`src/rtl/isort_pkg.sv`:
```
// shared types for the insertion sorter: value width, controller states,
// and the command and status bundles between controller and datapath
// no dependencies
package isort_pkg;

   localparam int VALUE_W = 32;

   typedef enum logic [1:0] {
      ST_LOAD  = 2'b01,
      ST_DRAIN = 2'b10
   } state_type;

   // controller to datapath
   typedef struct packed {
      logic insert;   // place the incoming value into the cell row
      logic pop;      // shift the row toward the head by one cell
   } cmd_type;

   // datapath to controller
   typedef struct packed {
      logic full;     // every cell holds a value
      logic last;     // exactly one value is left
   } status_type;

endpackage

```
`src/rtl/isort_req_if.sv`:
```
// input channel of the insertion sorter: one value per beat
// depends on isort_pkg
interface isort_req_if
   import isort_pkg::*;
   ();
   logic                      valid;
   logic                      ready;
   logic signed [VALUE_W-1:0] value;
   logic                      batch_end;

   modport source (output valid, output value, output batch_end, input ready);
   modport sink   (input valid, input value, input batch_end, output ready);
endinterface

```
`src/rtl/isort_rsp_if.sv`:
```
// result channel of the insertion sorter: one sorted value per beat
// depends on isort_pkg
interface isort_rsp_if
   import isort_pkg::*;
   ();
   logic                      valid;
   logic                      ready;
   logic signed [VALUE_W-1:0] sorted_value;
   logic                      final_res;
   logic                      dropped;

   modport source (output valid, output sorted_value, output final_res,
                   output dropped, input ready);
   modport sink   (input valid, input sorted_value, input final_res,
                   input dropped, output ready);
endinterface

```
`src/rtl/isort_datapath.sv`:
```
// row of compare-and-shift cells holding the sorted batch, plus fill count
// depends on isort_pkg
module isort_datapath
   import isort_pkg::*;
#(
   parameter int DEPTH = 16
) (
   input  logic                      clock,
   input  logic                      reset,
   input  cmd_type                   cmd,
   input  logic signed [VALUE_W-1:0] in_value,
   output status_type                status,
   output logic signed [VALUE_W-1:0] head_value
);

   localparam int CW = $clog2(DEPTH + 1);

   logic signed [VALUE_W-1:0] cell_ff [DEPTH];
   logic signed [VALUE_W-1:0] cell_in [DEPTH];
   logic [CW-1:0]             count_ff;
   logic [CW-1:0]             count_in;
   logic [DEPTH-1:0]          greater;

   // each occupied cell compares against the new value in parallel
   always_comb begin
      for (int i = 0; i < DEPTH; i++) begin
         greater[i] = (CW'(i) < count_ff) && (cell_ff[i] > in_value);
      end
   end

   always_comb begin
      for (int i = 0; i < DEPTH; i++) begin
         cell_in[i] = cell_ff[i];
         if (cmd.insert) begin
            // cells above the insertion point move up one place
            if (i > 0 && greater[(i > 0) ? i - 1 : 0]) begin
               cell_in[i] = cell_ff[(i > 0) ? i - 1 : 0];
            end else if (greater[i] || CW'(i) == count_ff) begin
               cell_in[i] = in_value;
            end
         end else if (cmd.pop) begin
            if (i < DEPTH - 1) begin
               cell_in[i] = cell_ff[(i < DEPTH - 1) ? i + 1 : i];
            end
         end
      end
   end

   always_comb begin
      count_in = count_ff;
      if (cmd.insert) begin
         count_in = count_ff + CW'(1);
      end else if (cmd.pop) begin
         count_in = count_ff - CW'(1);
      end
   end

   always_ff @(posedge clock) begin
      if (reset) begin
         count_ff <= '0;
      end else begin
         count_ff <= count_in;
      end
   end

   always_ff @(posedge clock) begin
      for (int i = 0; i < DEPTH; i++) begin
         cell_ff[i] <= cell_in[i];
      end
   end

   assign status.full = (count_ff == CW'(DEPTH));
   assign status.last = (count_ff == CW'(1));
   assign head_value  = cell_ff[0];

endmodule

```
`src/rtl/isort_ctrl.sv`:
```
// controller of the insertion sorter: load and drain phases, sticky drop flag
// depends on isort_pkg
module isort_ctrl
   import isort_pkg::*;
(
   input  logic       clock,
   input  logic       reset,
   input  logic       req_valid,
   input  logic       req_batch_end,
   output logic       req_ready,
   output logic       rsp_valid,
   input  logic       rsp_ready,
   output logic       dropped,
   input  status_type status,
   output cmd_type    cmd
);

   state_type state_ff, state_in;
   logic      overflow_ff, overflow_in;
   logic      req_beat, rsp_beat;

   assign req_ready = (state_ff == ST_LOAD);
   assign rsp_valid = (state_ff == ST_DRAIN);
   assign req_beat  = req_valid && req_ready;
   assign rsp_beat  = rsp_valid && rsp_ready;

   assign cmd.insert = req_beat && !status.full;
   assign cmd.pop    = rsp_beat;

   always_comb begin
      state_in    = state_ff;
      overflow_in = overflow_ff;
      unique case (state_ff)
         ST_LOAD: begin
            if (req_beat) begin
               if (status.full) begin
                  overflow_in = 1'b1;
               end
               if (req_batch_end) begin
                  state_in = ST_DRAIN;
               end
            end
         end
         ST_DRAIN: begin
            if (rsp_beat && status.last) begin
               state_in    = ST_LOAD;
               overflow_in = 1'b0;
            end
         end
         default: begin
            state_in    = ST_LOAD;
            overflow_in = 1'b0;
         end
      endcase
   end

   always_ff @(posedge clock) begin
      if (reset) begin
         state_ff    <= ST_LOAD;
         overflow_ff <= 1'b0;
      end else begin
         state_ff    <= state_in;
         overflow_ff <= overflow_in;
      end
   end

   assign dropped = overflow_ff;

endmodule

```
`src/rtl/insertion_sorter_core.sv`:
```
// Stable insertion sorter for batches of signed 32-bit values. While loading,
// one value is accepted every cycle: a row of DEPTH cells compares all held
// values with the new one and shifts the greater ones up in that same cycle,
// so equal values keep their arrival order. The beat with batch_end set is
// inserted too and ends loading; the batch of N values (1 to DEPTH) then
// drains from the head of the row, one result per cycle while rsp ready is
// high, with final_res on the last one. No input is taken during the drain,
// so the next batch is accepted only once the last result has gone out.
// Values arriving when the row is full are discarded and dropped is set on
// every result of that batch.
module insertion_sorter_core
   import isort_pkg::*;
#(
   parameter int DEPTH = 16
) (
   input  logic               clock,
   input  logic               reset,
   isort_req_if.sink          req_chan,
   isort_rsp_if.source        rsp_chan
);

   cmd_type    cmd;
   status_type status;
   logic       dropped;

   isort_ctrl u_ctrl (
      .clock         (clock),
      .reset         (reset),
      .req_valid     (req_chan.valid),
      .req_batch_end (req_chan.batch_end),
      .req_ready     (req_chan.ready),
      .rsp_valid     (rsp_chan.valid),
      .rsp_ready     (rsp_chan.ready),
      .dropped       (dropped),
      .status        (status),
      .cmd           (cmd)
   );

   isort_datapath #(
      .DEPTH (DEPTH)
   ) u_datapath (
      .clock      (clock),
      .reset      (reset),
      .cmd        (cmd),
      .in_value   (req_chan.value),
      .status     (status),
      .head_value (rsp_chan.sorted_value)
   );

   assign rsp_chan.final_res = status.last;
   assign rsp_chan.dropped   = dropped;

   // loading and draining never overlap
   a_cmd_excl: assert property (@(posedge clock) disable iff (reset)
      !(cmd.insert && cmd.pop))
      else $error("insert and pop in the same cycle");

   // a value taken on a full row marks the batch as lossy
   a_drop_flag: assert property (@(posedge clock) disable iff (reset)
      (req_chan.valid && req_chan.ready && status.full) |=> rsp_chan.dropped)
      else $error("drop not recorded");

   // the closing beat starts the drain
   a_drain_start: assert property (@(posedge clock) disable iff (reset)
      (req_chan.valid && req_chan.ready && req_chan.batch_end) |=> rsp_chan.valid)
      else $error("batch end did not start the drain");

   // after the last result the core is empty and clean
   a_drain_end: assert property (@(posedge clock) disable iff (reset)
      (rsp_chan.valid && rsp_chan.ready && rsp_chan.final_res)
         |=> (req_chan.ready && !rsp_chan.dropped && !rsp_chan.valid))
      else $error("core not cleared after the last result");

endmodule

```
`src/flat_wrapper.sv`:
```
// flat-port wrapper written by rule: the top's interface ports become plain ports
module insertion_sorter_core_flat import isort_pkg::*;
#(
   parameter int DEPTH = 16
)
  (clock, reset, req_chan_valid, req_chan_value, req_chan_batch_end, req_chan_ready, rsp_chan_valid, rsp_chan_sorted_value, rsp_chan_final_res, rsp_chan_dropped, rsp_chan_ready);
  isort_req_if req_chan_i ();
  isort_rsp_if rsp_chan_i ();
  input  logic clock;
  input  logic reset;
  input wire logic [$bits(req_chan_i.valid)-1:0] req_chan_valid;
  input wire logic [$bits(req_chan_i.value)-1:0] req_chan_value;
  input wire logic [$bits(req_chan_i.batch_end)-1:0] req_chan_batch_end;
  output wire logic [$bits(req_chan_i.ready)-1:0] req_chan_ready;
  output wire logic [$bits(rsp_chan_i.valid)-1:0] rsp_chan_valid;
  output wire logic [$bits(rsp_chan_i.sorted_value)-1:0] rsp_chan_sorted_value;
  output wire logic [$bits(rsp_chan_i.final_res)-1:0] rsp_chan_final_res;
  output wire logic [$bits(rsp_chan_i.dropped)-1:0] rsp_chan_dropped;
  input wire logic [$bits(rsp_chan_i.ready)-1:0] rsp_chan_ready;
  assign req_chan_i.valid = req_chan_valid;
  assign req_chan_i.value = req_chan_value;
  assign req_chan_i.batch_end = req_chan_batch_end;
  assign req_chan_ready = req_chan_i.ready;
  assign rsp_chan_valid = rsp_chan_i.valid;
  assign rsp_chan_sorted_value = rsp_chan_i.sorted_value;
  assign rsp_chan_final_res = rsp_chan_i.final_res;
  assign rsp_chan_dropped = rsp_chan_i.dropped;
  assign rsp_chan_i.ready = rsp_chan_ready;
  insertion_sorter_core #(.DEPTH(DEPTH)) u_core (.clock(clock), .reset(reset), .req_chan(req_chan_i), .rsp_chan(rsp_chan_i));
endmodule
```
`config.mk`:
```
export PLATFORM = sky130hd
export DESIGN_NAME = insertion_sorter_core_flat
export DESIGN_NICKNAME = d
export VERILOG_FILES = /design/src/rtl/isort_pkg.sv /design/src/rtl/isort_req_if.sv /design/src/rtl/isort_rsp_if.sv /design/src/rtl/isort_datapath.sv /design/src/rtl/isort_ctrl.sv /design/src/rtl/insertion_sorter_core.sv /design/src/flat_wrapper.sv
export SDC_FILE = /design/constraint.sdc
export NUM_CORES = 2
export LEC_CHECK = 0
export BUFFER_PORTS_ARGS = -buffer_cell sky130_fd_sc_hd__buf_2
export CAP_MARGIN = 5
export CORE_MARGIN = 1.5
export CORE_UTILIZATION = 40
export DETAILED_ROUTE_END_ITERATION = 8
export HOLD_SLACK_MARGIN = 0.1
export SYNTH_ARGS = -nofsm -noshare
export SYNTH_HDL_FRONTEND = slang
export SYNTH_SLANG_ARGS = --single-unit
```
`constraint.sdc`:
```
create_clock -name clock -period 5 [get_ports clock]
set_input_delay 0.5 -clock clock [delete_from_list [all_inputs] [get_ports clock]]
set_output_delay 0.5 -clock clock [all_outputs]
set_load 0.02 [all_outputs]
```
==> results.toml <==
[global_route]
grt_max_degree = 250
grt_usage_pct = 25.07
grt_pass1_wl_um = 186900
grt_pass1_vias = 29570
grt_overflow_total = 0
antenna_found_initial = 4

[detailed_routing]
via_per_inst = 6.023
avgRoutedWirePerCell_um = 24.60
wl_um = 125400
drc_errors = 0
drt-initial-drc-count = 3012
ant_nets = 0
firstDrtPassIters = 6
vias = 30710

[timing]
grt_setup_unrepaired = "no"
slew_headroom_pct = 25.73
hold_viol_final = 0
worstMarginPinSlew_ns = 1.114
timing.final.crit_share_pct = 83.55
finalSetupViolations = 0
fmax_ghz = 0.2394
final_max_slew_viol_count = 0
skew_ns = 0.02033
min_period_ns = 4.177
setup_slack_ns = 0.8225

[die]
rows = 113
io_pins = 73
dieArea_um2 = 97190
die_x_um = 311.8
start_util_pct = 40.25
core-area_um2 = 94730
die_h_um = 311.8

[placement]
io_buffers = 72
place_ws_ns = 0.2494
dpl-instance-area_um2 = 40350
dpl.hpwl_um = 91890
routabilityCongestion = 0.9321

[critical_path]
end_kind = "register"
worstSetupStartpointType = "input pin"
cpPeakStageDelay_ns = 0.85
crit_path_top_delay_cell = "and2_2"
path_class = "input pin to register"
worstPathArrival_ns = 4.54
worstPathCellList = "buf_2, inv_1, ha_1, nand4_1, nor4_1, buf_4, o41a_1, or4b_1, and2_2, buf_4, mux2i_1, o21ai_1"
crit_top_cell = "buf_4"
cp.required_ns = 5.36
path_max_fanout = 28

[run_status]
outcome = "finished clean"

[final_layout]
fin_nets = 4339
fin_util_pct = 44.63
syn2layout_area_growth_pct = 10.88
drive_gt1_share_pct = 9.762
final_area_um2 = 42280

[yosys]
synthTopCellsByArea = "edfxtp_1, ha_1, mux2i_1"
yosys.area.top_type = "edfxtp_1"
syn-cell-area_um2 = 38130
synthFlopType = "edfxtp_1"
synth_warnings = 0
async_reset_ff_share_pct = 0
ys_types = 66
avgSynthCellArea_um2 = 10.16
ys_ff_latch = 520
synthCells = 3753
synth-seq-area-share_pct = 40.74
synth-edff-count = 512
synth_top_area_share_pct = 40.32
synthesis.nets = 4307

[job]
cap_viol_max_count = 0

[clocking]
clk_pin_slew_worst_paths_ns = 0.06
cts_made_buffers = 61
cts_resized = 0
clockRootBuffer = "clkbuf_16"
holdBufCountCts = 0
clock_path_buffers = 3
clk_latency_ns = 0.67
htreeDepth = 2
cts_setup_buffers = 0
tritoncts = "built"
clkSinkCount = 520

[pwr]
power_leakage_uw = 0.01917
power_density_nw_per_um2 = 305.4
vdd_drop_max_mv = 0.3062
finalPower_uw = 12910

[hold_path]
hp-class = "input pin to register"
-- state kept, by name, indices dropped and copies added, names as in the netlist --
| register | count |
|---|---|
| u_core.u_ctrl.state_ff | 2 |
| u_core.u_ctrl.dropped | 1 |
| u_core.u_datapath.count_ff | 5 |
| u_core.u_datapath.cell_ff | 512 |
-- metal layers --
layer / global-route usage, % / share of wire (%) / vias to the layer above / wire length, um
li1: - / - / 14280 / -
met1: 34.27 / 44 / 15050 / 54740
met2: 40.76 / 46 / 1155 / 57870
met3: 3.747 / 7.2 / 216 / 9075
met4: 7.833 / 3.0 / 0 / 3728
met5: 0 / 0 / - / 0
-- cells in the mapped netlist, types with 19 or more instances --
master and number:
a211o_1 35, nor2b_1 26, o211ai_1 94, buf_4 49, mux2_4 32, edfxtp_1 512
a21o_1 44, nand2_1 625, o21ai_0 241, ha_1 517, clkbuf_1 145, nor4_1 19
inv_1 71, o21ai_1 152, nor3_1 20, nand3_1 154, nand4_1 116, a21oi_1 237
nor2_1 65, buf_2 23, mux2i_1 374
-- worst paths after layout --
kind | slack, ns | cells past startpoint | start | endpoint
worst min-delay path | 0.14 | 3 | req_chan_batch_end | u_core.u_ctrl.state_ff[1]$_SDFFE_PP0P_
worst min register to register | 0.50 | 2 | u_core.u_ctrl.dropped$_SDFFE_PP0P_ | u_core.u_ctrl.dropped$_SDFFE_PP0P_
worst max register to register | 0.85 | 10 | u_core.u_datapath.cell_ff[0][95]$_DFFE_PP_ | u_core.u_datapath.cell_ff[0][116]$_DFFE_PP_
worst max-delay path | 0.82 | 12 | req_chan_value[17] | u_core.u_datapath.cell_ff[0][116]$_DFFE_PP_
-- metrics by stage --
stage / cells / TNS (ns) / hold slack (ns)
6_report: 5098 / 0 / 0.1390
2_1_floorplan: 3753 / -30.01 / 0.5255
3_3_place_gp: 4987 / 0 / 0.4858
3_5_place_dp: 4987 / 0 / 0.5039
4_1_cts: 5096 / 0 / 0.1172
5_1_grt: 5096 / 0 / 0.1840
-- worst max-delay path, delay by kind of cell --
kind	cells	cell delay, ns
simple gates	4	1.67
buf+inv	4	1.45
fa+ha+maj	1	0.44
compound gates	2	0.24
mux	1	0.20
-- layout by cell type (no fill, tap or decap), types with 19 or more instances in the layout --
cell       count
a211o_1       35
a21o_1        44
a21oi_1      235
buf_2         72
buf_4        131
clkbuf_16     63
edfxtp_1     512
ha_1         517
inv_1         71
mux2_4        32
mux2i_1      373
nand2_1      625
nand3_1      153
nand4_1      116
nor2_1        65
nor2b_1       26
nor3_1        20
nor4_1        19
o211ai_1      94
o21ai_0      241
o21ai_1      150
-- kinds of logic after synthesis --
logic type,share of synthesized area (%)
AO/OA/AOI/OAI,13.96
AND/OR/NAND/NOR,12.74
buffers and inverters,3.947
adder cells (fa/ha/maj),16.96
XOR/XNOR,0.1149
multiplexers,11.53
flip-flops,40.74
-- layout make-up --
type | count | area (um2)
Antenna cell | 2 | 5.005
Clock buffer | 78 | 1673
Clock inverter | 31 | 252.7
Fill cell | 9085 | 52450
Inverter | 72 | 270.3
Multi-Input combinational cell | 2918 | 21440
Sequential cell | 520 | 15530
Tap cell | 1265 | 1583
Timing Repair Buffer | 212 | 1524
-- power breakdown --
group / total (uW) / switching (uW) / internal [uW] / leakage, uW
registers: 5710 / 404 / 5310 / 0.00490
clock network: 4510 / 1960 / 2540 / 0.000954
logic: 2690 / 1710 / 987 / 0.0133
Note: power is estimated with default switching activity, not from simulation.
